File: config.mk
export PLATFORM = sky130hd
export DESIGN_NAME = date_add_days_weekday_core
export DESIGN_NICKNAME = d
export VERILOG_FILES = /design/src/hw/rtl/dadw_pkg.sv /design/src/hw/rtl/dadw_ctrl.sv /design/src/hw/rtl/dadw_dp.sv /design/src/hw/rtl/date_add_days_weekday_core.sv
export SDC_FILE = /design/constraint.sdc
export NUM_CORES = 1
export LEC_CHECK = 0
export ABC_AREA = 1
export BUFFER_PORTS_ARGS = -buffer_cell sky130_fd_sc_hd__buf_4
export CORE_ASPECT_RATIO = 0.6
export CORE_UTILIZATION = 51
export CTS_CLUSTER_DIAMETER = 120
export DETAILED_ROUTE_END_ITERATION = 8
export HOLD_SLACK_MARGIN = 0.08
export PLACE_DENSITY = 0.74
export SLEW_MARGIN = 20
export SYNTH_ARGS = -nofsm -noshare
export SYNTH_HDL_FRONTEND = slang
export SYNTH_SLANG_ARGS = --single-unit
File: constraint.sdc
create_clock -name i_clk -period 16.67 [get_ports i_clk]
set_input_delay 2.5005 -clock i_clk [delete_from_list [all_inputs] [get_ports i_clk]]
set_output_delay 2.5005 -clock i_clk [all_outputs]
set_load 0.05 [all_outputs]
File: src/hw/rtl/dadw_pkg.sv
`timescale 1ns / 1ps

package dadw_pkg;

    localparam int DAY_W   = 5;
    localparam int MONTH_W = 4;
    localparam int YEAR_W  = 14;
    localparam int WDAY_W  = 3;
    localparam int DAYS_W  = 10;
    localparam int CENT_W  = 7;   // year / 100 and year % 100 both stay below 128
    localparam int WQ_W    = 11;  // weekday sum / 7 stays below 2048

    localparam int S_DATA_W = 24;
    localparam int M_DATA_W = 32;

    localparam logic [DAYS_W-1:0]  DAYS_RESET = 10'd60;
    localparam logic [YEAR_W-1:0]  YEAR_MAX   = 14'd9999;
    localparam logic [MONTH_W-1:0] MONTH_JAN  = 4'd1;
    localparam logic [MONTH_W-1:0] MONTH_FEB  = 4'd2;
    localparam logic [MONTH_W-1:0] MONTH_MAR  = 4'd3;
    localparam logic [MONTH_W-1:0] MONTH_DEC  = 4'd12;

    // floor(y / 100) = (y * 5243) >> 19 holds for every 14-bit year below 43699.
    localparam logic [12:0] DIV100_MUL   = 13'd5243;
    localparam int          DIV100_SHIFT = 19;
    // floor(x / 7) is at most one low with (x * 9362) >> 16 for 14-bit x.
    localparam logic [13:0] DIV7_MUL     = 14'd9362;
    localparam int          DIV7_SHIFT   = 16;

    typedef struct packed {
        logic load;
        logic div;
        logic split;
        logic clamp;
        logic step;
        logic wdiv;
        logic wsum;
        logic wmul;
        logic emit;
    } t_cmd;

    typedef struct packed {
        logic step_done;
        logic out_blocked;
    } t_status;

    function automatic logic [DAY_W-1:0] month_len(input logic [MONTH_W-1:0] m,
                                                    input logic leap);
        logic [DAY_W-1:0] len;
        unique case (m)
            4'd2:                   len = leap ? 5'd29 : 5'd28;
            4'd4, 4'd6, 4'd9, 4'd11: len = 5'd30;
            default:                len = 5'd31;
        endcase
        return len;
    endfunction

    // Sakamoto month offsets, indexed by month 1..12.
    function automatic logic [2:0] month_offset(input logic [MONTH_W-1:0] m);
        logic [2:0] off;
        unique case (m)
            4'd1:    off = 3'd0;
            4'd2:    off = 3'd3;
            4'd3:    off = 3'd2;
            4'd4:    off = 3'd5;
            4'd5:    off = 3'd0;
            4'd6:    off = 3'd3;
            4'd7:    off = 3'd5;
            4'd8:    off = 3'd1;
            4'd9:    off = 3'd4;
            4'd10:   off = 3'd6;
            4'd11:   off = 3'd2;
            default: off = 3'd4;
        endcase
        return off;
    endfunction

endpackage

File: src/hw/rtl/dadw_ctrl.sv
`timescale 1ns / 1ps

module dadw_ctrl (
    input  logic             i_clk,
    input  logic             i_rst_n,
    input  logic             i_start,
    input  dadw_pkg::t_status i_status,
    output logic             o_idle,
    output dadw_pkg::t_cmd   o_cmd
);
    import dadw_pkg::*;

    typedef enum logic [8:0] {
        ST_IDLE  = 9'b000000001,
        ST_DIV   = 9'b000000010,
        ST_SPLIT = 9'b000000100,
        ST_CLAMP = 9'b000001000,
        ST_STEP  = 9'b000010000,
        ST_WDIV  = 9'b000100000,
        ST_WSUM  = 9'b001000000,
        ST_WMUL  = 9'b010000000,
        ST_WMOD  = 9'b100000000
    } t_state;

    t_state r_state, n_state;

    always_comb begin
        n_state = r_state;
        o_cmd   = '0;
        unique case (r_state)
            ST_IDLE: begin
                if (i_start) begin
                    o_cmd.load = 1'b1;
                    n_state    = ST_DIV;
                end
            end
            ST_DIV: begin
                o_cmd.div = 1'b1;
                n_state   = ST_SPLIT;
            end
            ST_SPLIT: begin
                o_cmd.split = 1'b1;
                n_state     = ST_CLAMP;
            end
            ST_CLAMP: begin
                o_cmd.clamp = 1'b1;
                n_state     = ST_STEP;
            end
            ST_STEP: begin
                if (i_status.step_done) begin
                    n_state = ST_WDIV;
                end else begin
                    o_cmd.step = 1'b1;
                end
            end
            ST_WDIV: begin
                o_cmd.wdiv = 1'b1;
                n_state    = ST_WSUM;
            end
            ST_WSUM: begin
                o_cmd.wsum = 1'b1;
                n_state    = ST_WMUL;
            end
            ST_WMUL: begin
                o_cmd.wmul = 1'b1;
                n_state    = ST_WMOD;
            end
            ST_WMOD: begin
                // Hold here until the previous result has left the output register.
                if (!i_status.out_blocked) begin
                    o_cmd.emit = 1'b1;
                    n_state    = ST_IDLE;
                end
            end
            default: n_state = ST_IDLE;
        endcase
    end

    always_ff @(posedge i_clk) begin
        if (!i_rst_n) begin
            r_state <= ST_IDLE;
        end else begin
            r_state <= n_state;
        end
    end

    assign o_idle = (r_state == ST_IDLE);

endmodule

File: src/hw/rtl/dadw_dp.sv
`timescale 1ns / 1ps

module dadw_dp (
    input  logic                               i_clk,
    input  logic                               i_rst_n,
    input  dadw_pkg::t_cmd                     i_cmd,
    output dadw_pkg::t_status                  o_status,
    input  logic                               i_cfg_we,
    input  logic [dadw_pkg::DAYS_W-1:0]        i_cfg_days,
    input  logic [dadw_pkg::DAY_W-1:0]         i_day,
    input  logic [dadw_pkg::MONTH_W-1:0]       i_month,
    input  logic [dadw_pkg::YEAR_W-1:0]        i_year,
    input  logic                               i_out_ready,
    output logic                               o_out_valid,
    output logic [dadw_pkg::DAY_W-1:0]         o_day,
    output logic [dadw_pkg::MONTH_W-1:0]       o_month,
    output logic [dadw_pkg::YEAR_W-1:0]        o_year,
    output logic [dadw_pkg::WDAY_W-1:0]        o_wday,
    output logic                               o_ovf
);
    import dadw_pkg::*;

    localparam int PROD_W  = YEAR_W + 13;
    localparam int PROD7_W = 2 * YEAR_W;

    logic [DAYS_W-1:0]  r_days, n_days;
    logic [DAY_W-1:0]   r_day, n_day;
    logic [MONTH_W-1:0] r_month, n_month;
    logic [YEAR_W-1:0]  r_year, n_year;
    logic [CENT_W-1:0]  r_cent, n_cent;   // year / 100
    logic [CENT_W-1:0]  r_r100, n_r100;   // year % 100
    logic [DAYS_W-1:0]  r_cnt, n_cnt;
    logic               r_ovf, n_ovf;
    logic [YEAR_W-1:0]  r_yy, n_yy;
    logic [YEAR_W-1:0]  r_x, n_x;
    logic [WQ_W-1:0]    r_wq, n_wq;
    logic               r_out_valid, n_out_valid;
    logic [DAY_W-1:0]   r_o_day, n_o_day;
    logic [MONTH_W-1:0] r_o_month, n_o_month;
    logic [YEAR_W-1:0]  r_o_year, n_o_year;
    logic [WDAY_W-1:0]  r_o_wday, n_o_wday;
    logic               r_o_ovf, n_o_ovf;

    logic               w_leap;
    logic [DAY_W-1:0]   w_mlen;
    logic [YEAR_W-1:0]  w_yy;
    logic [YEAR_W-1:0]  w_div_in;
    logic [PROD_W-1:0]  w_prod;
    logic [PROD7_W-1:0] w_prod7;
    logic [YEAR_W:0]    w_sum;
    logic [3:0]         w_rem;

    // Leap test from the tracked quotient and remainder by 100.
    assign w_leap = ((r_year[1:0] == 2'd0) && (r_r100 != '0)) ||
                    ((r_r100 == '0) && (r_cent[1:0] == 2'd0));
    assign w_mlen = month_len(r_month, w_leap);

    assign w_yy     = (r_month < MONTH_MAR) ? r_year - YEAR_W'(1) : r_year;
    // One reciprocal multiplier serves both divisions by 100.
    assign w_div_in = i_cmd.wdiv ? w_yy : r_year;
    assign w_prod   = PROD_W'(w_div_in) * PROD_W'(DIV100_MUL);
    assign w_prod7  = PROD7_W'(r_x) * PROD7_W'(DIV7_MUL);

    assign w_sum = (YEAR_W+1)'(r_yy) + (YEAR_W+1)'(r_yy[YEAR_W-1:2])
                 - (YEAR_W+1)'(r_cent) + (YEAR_W+1)'(r_cent[CENT_W-1:2])
                 + (YEAR_W+1)'(month_offset(r_month)) + (YEAR_W+1)'(r_day);

    assign w_rem = 4'(r_x - YEAR_W'(r_wq) * YEAR_W'(7));

    always_comb begin
        n_days      = r_days;
        n_day       = r_day;
        n_month     = r_month;
        n_year      = r_year;
        n_cent      = r_cent;
        n_r100      = r_r100;
        n_cnt       = r_cnt;
        n_ovf       = r_ovf;
        n_yy        = r_yy;
        n_x         = r_x;
        n_wq        = r_wq;
        n_out_valid = r_out_valid;
        n_o_day     = r_o_day;
        n_o_month   = r_o_month;
        n_o_year    = r_o_year;
        n_o_wday    = r_o_wday;
        n_o_ovf     = r_o_ovf;

        if (i_cfg_we) begin
            n_days = i_cfg_days;
        end

        if (i_out_ready) begin
            n_out_valid = 1'b0;
        end

        if (i_cmd.load) begin
            n_day   = (i_day == '0) ? DAY_W'(1) : i_day;
            n_month = (i_month == '0) ? MONTH_JAN :
                      (i_month > MONTH_DEC) ? MONTH_DEC : i_month;
            n_year  = (i_year == '0) ? YEAR_W'(1) :
                      (i_year > YEAR_MAX) ? YEAR_MAX : i_year;
            n_cnt   = '0;
            n_ovf   = 1'b0;
        end

        if (i_cmd.div || i_cmd.wdiv) begin
            n_cent = w_prod[DIV100_SHIFT +: CENT_W];
        end

        if (i_cmd.wdiv) begin
            n_yy = w_yy;
        end

        if (i_cmd.split) begin
            n_r100 = CENT_W'(r_year - YEAR_W'(r_cent) * YEAR_W'(100));
        end

        if (i_cmd.clamp && (r_day > w_mlen)) begin
            n_day = w_mlen;
        end

        if (i_cmd.step) begin
            n_cnt = r_cnt + DAYS_W'(1);
            if (r_day < w_mlen) begin
                n_day = r_day + DAY_W'(1);
            end else if (r_month < MONTH_DEC) begin
                n_day   = DAY_W'(1);
                n_month = r_month + MONTH_W'(1);
            end else if (r_year < YEAR_MAX) begin
                n_day   = DAY_W'(1);
                n_month = MONTH_JAN;
                n_year  = r_year + YEAR_W'(1);
                if (r_r100 == CENT_W'(99)) begin
                    n_r100 = '0;
                    n_cent = r_cent + CENT_W'(1);
                end else begin
                    n_r100 = r_r100 + CENT_W'(1);
                end
            end else begin
                n_ovf = 1'b1;
            end
        end

        if (i_cmd.wsum) begin
            n_x = w_sum[YEAR_W-1:0];
        end

        if (i_cmd.wmul) begin
            n_wq = w_prod7[DIV7_SHIFT +: WQ_W];
        end

        if (i_cmd.emit) begin
            n_out_valid = 1'b1;
            n_o_day     = r_day;
            n_o_month   = r_month;
            n_o_year    = r_year;
            n_o_wday    = (w_rem >= 4'd7) ? WDAY_W'(w_rem - 4'd7) : WDAY_W'(w_rem);
            n_o_ovf     = r_ovf;
        end
    end

    always_ff @(posedge i_clk) begin
        if (!i_rst_n) begin
            r_days      <= DAYS_RESET;
            r_out_valid <= 1'b0;
        end else begin
            r_days      <= n_days;
            r_out_valid <= n_out_valid;
        end
    end

    always_ff @(posedge i_clk) begin
        r_day     <= n_day;
        r_month   <= n_month;
        r_year    <= n_year;
        r_cent    <= n_cent;
        r_r100    <= n_r100;
        r_cnt     <= n_cnt;
        r_ovf     <= n_ovf;
        r_yy      <= n_yy;
        r_x       <= n_x;
        r_wq      <= n_wq;
        r_o_day   <= n_o_day;
        r_o_month <= n_o_month;
        r_o_year  <= n_o_year;
        r_o_wday  <= n_o_wday;
        r_o_ovf   <= n_o_ovf;
    end

    assign o_status.step_done   = (r_cnt == r_days) || r_ovf;
    assign o_status.out_blocked = r_out_valid && !i_out_ready;

    assign o_out_valid = r_out_valid;
    assign o_day       = r_o_day;
    assign o_month     = r_o_month;
    assign o_year      = r_o_year;
    assign o_wday      = r_o_wday;
    assign o_ovf       = r_o_ovf;

endmodule

File: src/hw/rtl/date_add_days_weekday_core.sv
`timescale 1ns / 1ps
// Time from request accept to result valid grows with days_to_add and is shorter when the
// date saturates at 31-12-9999; the day-by-day stepping loop sets it.
// One request at a time: a new request is taken once the
// previous one has reached the output register.
// Reset (synchronous, active low): controller idle, output empty, days_to_add = 60.
module date_add_days_weekday_core (
    input  logic        i_clk,
    input  logic        i_rst_n,
    // Configuration: days_to_add
    input  logic        i_cfg_valid,
    output logic        o_cfg_ready,
    input  logic [dadw_pkg::DAYS_W-1:0] i_cfg_data,
    // Input request
    input  logic        s_axis_tvalid,
    output logic        s_axis_tready,
    input  logic [dadw_pkg::S_DATA_W-1:0] s_axis_tdata, // start_day, start_month, start_year
    // Result
    output logic        m_axis_tvalid,
    input  logic        m_axis_tready,
    output logic [dadw_pkg::M_DATA_W-1:0] m_axis_tdata, // end_day, end_month, end_year, weekday
    output logic        m_axis_tuser  // year_overflow
);
    import dadw_pkg::*;

    t_cmd              w_cmd;
    t_status           w_status;
    logic              w_idle;
    logic [DAY_W-1:0]   w_day;
    logic [MONTH_W-1:0] w_month;
    logic [YEAR_W-1:0]  w_year;
    logic [WDAY_W-1:0]  w_wday;

    assign s_axis_tready = w_idle;
    assign o_cfg_ready   = 1'b1;

    dadw_ctrl u_ctrl (
        .i_clk    (i_clk),
        .i_rst_n  (i_rst_n),
        .i_start  (s_axis_tvalid),
        .i_status (w_status),
        .o_idle   (w_idle),
        .o_cmd    (w_cmd)
    );

    dadw_dp u_dp (
        .i_clk       (i_clk),
        .i_rst_n     (i_rst_n),
        .i_cmd       (w_cmd),
        .o_status    (w_status),
        .i_cfg_we    (i_cfg_valid),
        .i_cfg_days  (i_cfg_data),
        .i_day       (s_axis_tdata[4:0]),
        .i_month     (s_axis_tdata[8:5]),
        .i_year      (s_axis_tdata[22:9]),
        .i_out_ready (m_axis_tready),
        .o_out_valid (m_axis_tvalid),
        .o_day       (w_day),
        .o_month     (w_month),
        .o_year      (w_year),
        .o_wday      (w_wday),
        .o_ovf       (m_axis_tuser)
    );

    assign m_axis_tdata = {6'd0, w_wday, w_year, w_month, w_day};

endmodule
== Yosys cells after proc, flatten, opt, wreduce, memory -nomap -nowiden ==
Memory sizes are Yosys's and may differ from the RTL's. A register that Yosys moved wholly into a read port is not among the register bits.
Cells that the tools add are included.
Operators by class
  add/subtract/negate cells: 15
  $mul: 4
  divide/modulo/power cells: 0
  $lt $le $gt $ge: 8
  equal/unequal tests: 19
  shift operators: 0
  muxes and demuxes: 63
  bitwise operators: 0
  reduce and logical (&&, ||, !) cells: 19
Operator list (count)
  two-way mux 14 bit: 9
  two-way mux 7 bit: 12
  one-hot mux 9 bit (9 select lines): 1
  multiplier 14 x 13 -> 26 bit, second input constant: 2
  two-way mux 5 bit: 7
  adder 14 x 5 -> 14 bit: 2
  two-way mux 4 bit: 7
  two-way mux 9 bit: 3
  two-way mux 1 bit: 20
  two-way mux 10 bit: 2
  adder 14 x 1 -> 14 bit, second input constant: 1
  adder 14 x 12 -> 14 bit: 1
  adder 14 x 3 -> 14 bit: 1
  adder 7 x 1 -> 7 bit, second input constant: 2
  greater-than comparator 14 bit, second input constant: 1
  zero test 14 bit: 1
  < comparator 14 bit, second input constant: 1
  subtractor 14 x 1 -> 14 bit, second input constant: 1
  subtractor 14 x 7 -> 14 bit: 1
  multiplier 11 x 3 -> 4 bit, second input constant: 1
  adder 10 x 1 -> 10 bit, second input constant: 1
  == test 10 bit: 1
  one-hot mux 5 bit (2 select lines): 1
  == test 9 x 1 -> 1 bit, second input constant: 1
  38 further kinds: 48
Storage, ports and cells
  bits in registers: 134
  latch bits: 0
  RAM bits: 0
  ROM bits: 48
  input bits: 39
  output and inout bits: 36
  logic and storage cells: 147
  memories: 1
Memories
  (name not given): words 16, width 3, read ports 1, clocked after Yosys merged registers in 1, write ports 0, RTL line dadw_pkg.sv:61  | unique case (m)

== Depth between registers and ports, before layout ==
  word-level depth: 12
  depth in mapped cells: 33
  depth with buffers taken out: 33

== By module ==
From an unflattened synthesis, not the netlist that was laid out.
Second synthesis, totals
  cells, all modules: 1629
  area, all modules: 13543.0 µm²
Modules (own cells, without submodules)
  dadw_dp: times used 1, cells an instance 1522, area each 12833.6 µm²
  dadw_ctrl: times used 1, cells an instance 98, area each 649.4 µm²
  date_add_days_weekday_core: times used 1, cells an instance 9, area each 60.1 µm²

== Worst setup path before layout ==
Ideal clock, no wire load.
  path kind: register -> register
  from: reg u_ctrl.r_state[2]
  to: reg u_dp.r_cent[5]
  arrival time: 5670 ps
  data required time: 16554 ps
  path slack: 10884 ps
  stages on the path, launching flop included: 25
  buffers on the path: 1
  clock period less this slack: 5786 ps
  cells stage by stage: dfxtp_1 > nor2_4 > inv_2 > nor2_4 > inv_2 > nor2_4 > buf_1 > o21ai_0 > fa_1 > ha_1 > fa_1 > fa_1 > inv_1 > fa_1 > inv_1 > ha_1 > a21oi_1 > a21boi_0 > a21oi_1 > nor2_1 > nand2_1 > nand2_1 > nand2_1 > nand2_1 > a21oi_2
On the way
  longest elaborated chain between the ends: 10
  elaborated cells on any way between the ends: 15
  classes of those cells: mul (1); eq/ne (3); mux (10); reduce/logical (1)
RTL lines
  from (decl): RTL line dadw_ctrl.sv:25  | t_state r_state, n_state;
  from (signal assigned): RTL line dadw_ctrl.sv:83  | r_state <= n_state;
  == test 9 x 6 -> 1 bit: RTL line dadw_ctrl.sv:30  | unique case (r_state)
  two-way mux 1 bit: RTL line dadw_ctrl.sv:30
  two-way mux 14 bit: RTL line dadw_dp.sv:60  | assign w_div_in = i_cmd.wdiv ? w_yy : r_year;
  multiplier 14 x 13 -> 26 bit: RTL line dadw_dp.sv:61  | assign w_prod = PROD_W'(w_div_in) * PROD_W'(DIV100_MUL);
  two-way mux 7 bit: RTL line dadw_dp.sv:107  | if (i_cmd.div || i_cmd.wdiv) begin
  two-way mux 7 bit: RTL line dadw_dp.sv:134  | if (r_r100 == CENT_W'(99)) begin
  two-way mux 7 bit: RTL line dadw_dp.sv:130  | end else if (r_year < YEAR_MAX) begin
  two-way mux 7 bit: RTL line dadw_dp.sv:127  | end else if (r_month < MONTH_DEC) begin
  two-way mux 7 bit: RTL line dadw_dp.sv:125  | if (r_day < w_mlen) begin
  two-way mux 7 bit (*): RTL line dadw_dp.sv:123  | if (i_cmd.step) begin
  via u_dp.n_cent[5]: RTL line dadw_dp.sv:30  | logic [CENT_W-1:0] r_cent, n_cent;
  to (signal assigned): RTL line dadw_dp.sv:177  | r_cent <= n_cent;
  to (decl): RTL line dadw_dp.sv:30
Mark *: on every way through the listed nets, which the timed path passes. The rest lies on a longest branch.
A chain may end at the register's enable or synchronous reset.

== Worst setup path after layout ==
  from: reg u_dp.r_month[0]
  to: reg u_dp.r_cent[2]
On the way
  longest elaborated chain between the ends: 10
  elaborated cells on any way between the ends: 19
  classes of those cells: mul (1); order compare (3); eq/ne (5); mux (9); reduce/logical (1)
RTL lines
  from (decl): RTL line dadw_dp.sv:28  | logic [MONTH_W-1:0] r_month, n_month;
  from (signal assigned): RTL line dadw_dp.sv:175  | r_month <= n_month;
  < comparator 4 x 2 -> 1 bit (*): RTL line dadw_dp.sv:58  | assign w_yy = (r_month < MONTH_MAR) ? r_year - YEAR_W'(1) : r_year;
  two-way mux 14 bit (*): RTL line dadw_dp.sv:58
  via u_dp.w_yy[12]: RTL line dadw_dp.sv:46  | logic [YEAR_W-1:0] w_yy;
  two-way mux 14 bit (*): RTL line dadw_dp.sv:60
  multiplier 14 x 13 -> 26 bit (*): RTL line dadw_dp.sv:61
  two-way mux 7 bit (*): RTL line dadw_dp.sv:107
  two-way mux 7 bit: RTL line dadw_dp.sv:134
  two-way mux 7 bit: RTL line dadw_dp.sv:130
  two-way mux 7 bit: RTL line dadw_dp.sv:127
  two-way mux 7 bit: RTL line dadw_dp.sv:125
  two-way mux 7 bit (*): RTL line dadw_dp.sv:123
  via u_dp.n_cent[2]: RTL line dadw_dp.sv:30
Marked as above.

==> impl_results.md <==
- Clk_lat worst skew: 0.44 ns
- CTS Buf Count: 17
- Count leader, synth: inv_1
- Post-synthesis sequential area ratio: 24.23%
- Crit-path slowest cell: nor2_1
- Congestion Overflow GR: 0
- DIE HEIGHT: 128.4 um
- Vias post-DR: 10890
- WL/cell: 16.16 um
- Setup repair after global routing missed its margin: no
- Hold EP: u_dp.r_days[1]
- Final net count: between 2000 and 2500
- Synth cell types: 55
- Root Driver: clkbuf_16
- Hold_buf cts: 0
- Post-Layout Inst Area: between 15000 and 20000 sq um
- Gpl congestion: 0.9202
- Post-CTS setup buffer count: 0
- Final setup fails: 0
- CP top delay family: adder cells
- Initial Util: 52.81%
- Area fraction of the dominant cell type after synthesis: 18.41%
- Worst r2r path cells: 27
- Relative slew slack: 34.14%
- Largest stage delay, worst path: 0.60 ns
- CTS Buffer Depth: 2
- Slew Limit Fails: 0
- H-tree Lvls: 4
- Max Fclk: 148.7 MHz
- I/O pin cnt: 75
- DRT antenna net count: 0
- Worst Tran Pin Value: roughly 0.98 ns
- Core Box Area: 25730 sq um
- Worst setup EP type: flip-flop
- Global-route wire length before repair: 54510 um
- YS warnings: 0
- # resized after CTS: 0
- Iter 0 DRT Violations: a little over 1000
- Worst-path clk slew: 0.06 ns
- Top FF cell, synth: edfxtp_1
- Hold_sp: u_dp.r_days[1]
- Tmin final: 6.725 ns
- Syn Area/Cell: 8.311 sq um
- Full die area: 27320 sq um
- Critical Path RT: 16.99 ns
- Number of flops mapped to enable cells by yosys: 69
- Startpoint types: flip-flop
- WHS: 0.4849 ns
- Worst Path Arrival: between 7 and 8 ns
- DRT Wirelength: 33450 um
- Flop2flop setup slack: approximately 9.9 ns
- Final hold vios: 0
- Post-detail-place hpwl: 27640 um
- Crit-path max FO: 6
- Largest net degree at the start of global routing: 40
- CTS tree: built
- Flop and latch count out of synthesis: 130
- Vias per cell: ~5.3
- Status: completed
- Initial antenna violation count: 1
- Total GRT Usage: 25.95%
- List of most frequent post-synthesis cells: 373 x inv_1, 240 x nand2_1, 200 x ha_1, 120 x nor2_1, 106 x fa_1
- Area grow syn2layout: 10.68%
- Die Width: between 200 and 250 um
- Clock skew: 0.008714 ns
- # fillers: 2313
- CTS sink count: 130
- Worst hold path depth: 2
- Row count: 45
- R2R Path Start: u_dp.r_month[0]
- Pre-antenna DRT Iters: 5
- Port bufs: 66
- Setup Total Neg Slack: 0 ns
- Post-Place Worst Slack: ~10 ns
- Synth top area cells: ha_1 18%, fa_1 16%, edfxtp_1 15%
- Ys async rst share: 0%
- Setup slack after layout: 9.945 ns
- WS Path Type: reg -> reg
- Max Cap Viol: 0
- Antenna diodes: 0
- Mapped Area: 13590 sq um
- DRC: 0
- Hold Path Class: reg -> reg
- Gate Count Post-Synth: roughly 1600
- Crit path buffers/inverters: 3
- Worst R2R End: u_dp.r_cent[2]
- Post-DP Area: roughly 14000 sq um
- Period utilization: 40.34%
- Vias in the first global route: 10560
- Largest area contributor in the netlist: ha_1
- Share of cells above drive strength 1: 8.906%
-- cells by family after synthesis --
| kind of cell | synth area share, % |
|---|---|
| and+or+nand+nor | 17.25 |
| buffers and inverters | 11.76 |
| adders and majority gates | 34.03 |
| AOI/OAI and AO/OA | 7.955 |
| DFF | 24.23 |
| xor gates and xnor gates | 4.640 |
| other | 0.05526 |
| muxes | 0.07366 |
-- worst min-delay path, delay by kind of cell, from the launching register on --
kind / cells / cell delay [ns]
buffers and inverters: 1 / 0.06
AOI/OAI and AO/OA: 1 / 0.06
DFF: 1 / 0.31
-- state kept, by name, summed over array words and instances, names as in the netlist, 5 cells and up, named ones only --
name and cells:
u_dp.o_year 14, u_dp.r_x 14, u_ctrl.r_state 9, u_dp.r_cnt 10, u_dp.r_days 10, u_dp.r_r100 7
u_dp.r_yy 14, u_dp.r_day 5, u_dp.r_year 14, u_dp.r_cent 7, u_dp.o_day 5
-- cells in the final DEF (no fill, tap or decap), types with 3 or more instances in the layout --
cell type	count
nor2_4	7
buf_4	69
inv_2	14
nand2_1	240
inv_1	373
nor2_2	10
nor2_1	119
nand2_2	3
a21oi_1	65
o21bai_1	5
nor3b_1	3
nand3_2	5
inv_6	6
xor2_1	40
clkbuf_16	17
fa_1	106
nand3b_1	4
dfxtp_1	61
conb_1	7
a21o_1	7
nand3_1	84
o21ai_0	62
nand4_1	15
xnor2_1	32
ha_1	200
a31oi_1	10
o21ai_1	18
o31ai_1	3
clkinv_4	3
o211ai_1	6
nor3_1	16
edfxtp_1	69
o21a_1	3
-- how the worst max path moves through the flow --
stage                            from              to  slack, ns  cells after the start
global route          u_dp.r_month[0]  u_dp.r_cent[6]       9.49                     28
CTS                   u_dp.r_month[0]  u_dp.r_cent[2]      10.04                     27
global placement      u_dp.r_month[0]  u_dp.r_cent[2]      10.17                     27
floorplan           u_ctrl.r_state[2]  u_dp.r_cent[5]      10.88                     24
detailed placement    u_dp.r_month[0]  u_dp.r_cent[2]      10.07                     27
finish                u_dp.r_month[0]  u_dp.r_cent[2]       9.95                     27
-- stage by stage --
stage | instances | util, %
2_1_floorplan | 1640 | -
3_3_place_gp | 2038 | 56.11
3_5_place_dp | 2038 | 56.11
4_1_cts | 2070 | 58.43
5_1_grt | 2070 | 58.45
6_report | 2070 | 58.45
-- routing by layer --
layer / share of wire (%) / vias up / track usage (%) / wire length [um]
li1: - / 5308 / - / -
met1: 51 / 5149 / 40.24 / 16940
met2: 40 / 399 / 36.72 / 13380
met3: 8.5 / 30 / 5.492 / 2842
met4: 0.79 / 2 / 5.248 / 263
met5: 0.039 / - / 0 / 13
-- final cells by class --
| type | count | area (sq um) | share of cell area (%) |
|---|---|---|---|
| timing repair buffer | 69 | 518.0 | 3.444 |
| multi-input combinational | 1098 | 8731 | 58.05 |
| clock buffer | 18 | 429.2 | 2.853 |
| clock inverter | 14 | 168.9 | 1.123 |
| inverter | 389 | 1460 | 9.708 |
| sequential | 130 | 3293 | 21.89 |
| tap | 352 | 440.4 | 2.928 |
Power is left out: the tool's default activity adds up to more than one toggle a clock period on the data nets, which glitch-free logic cannot reach.
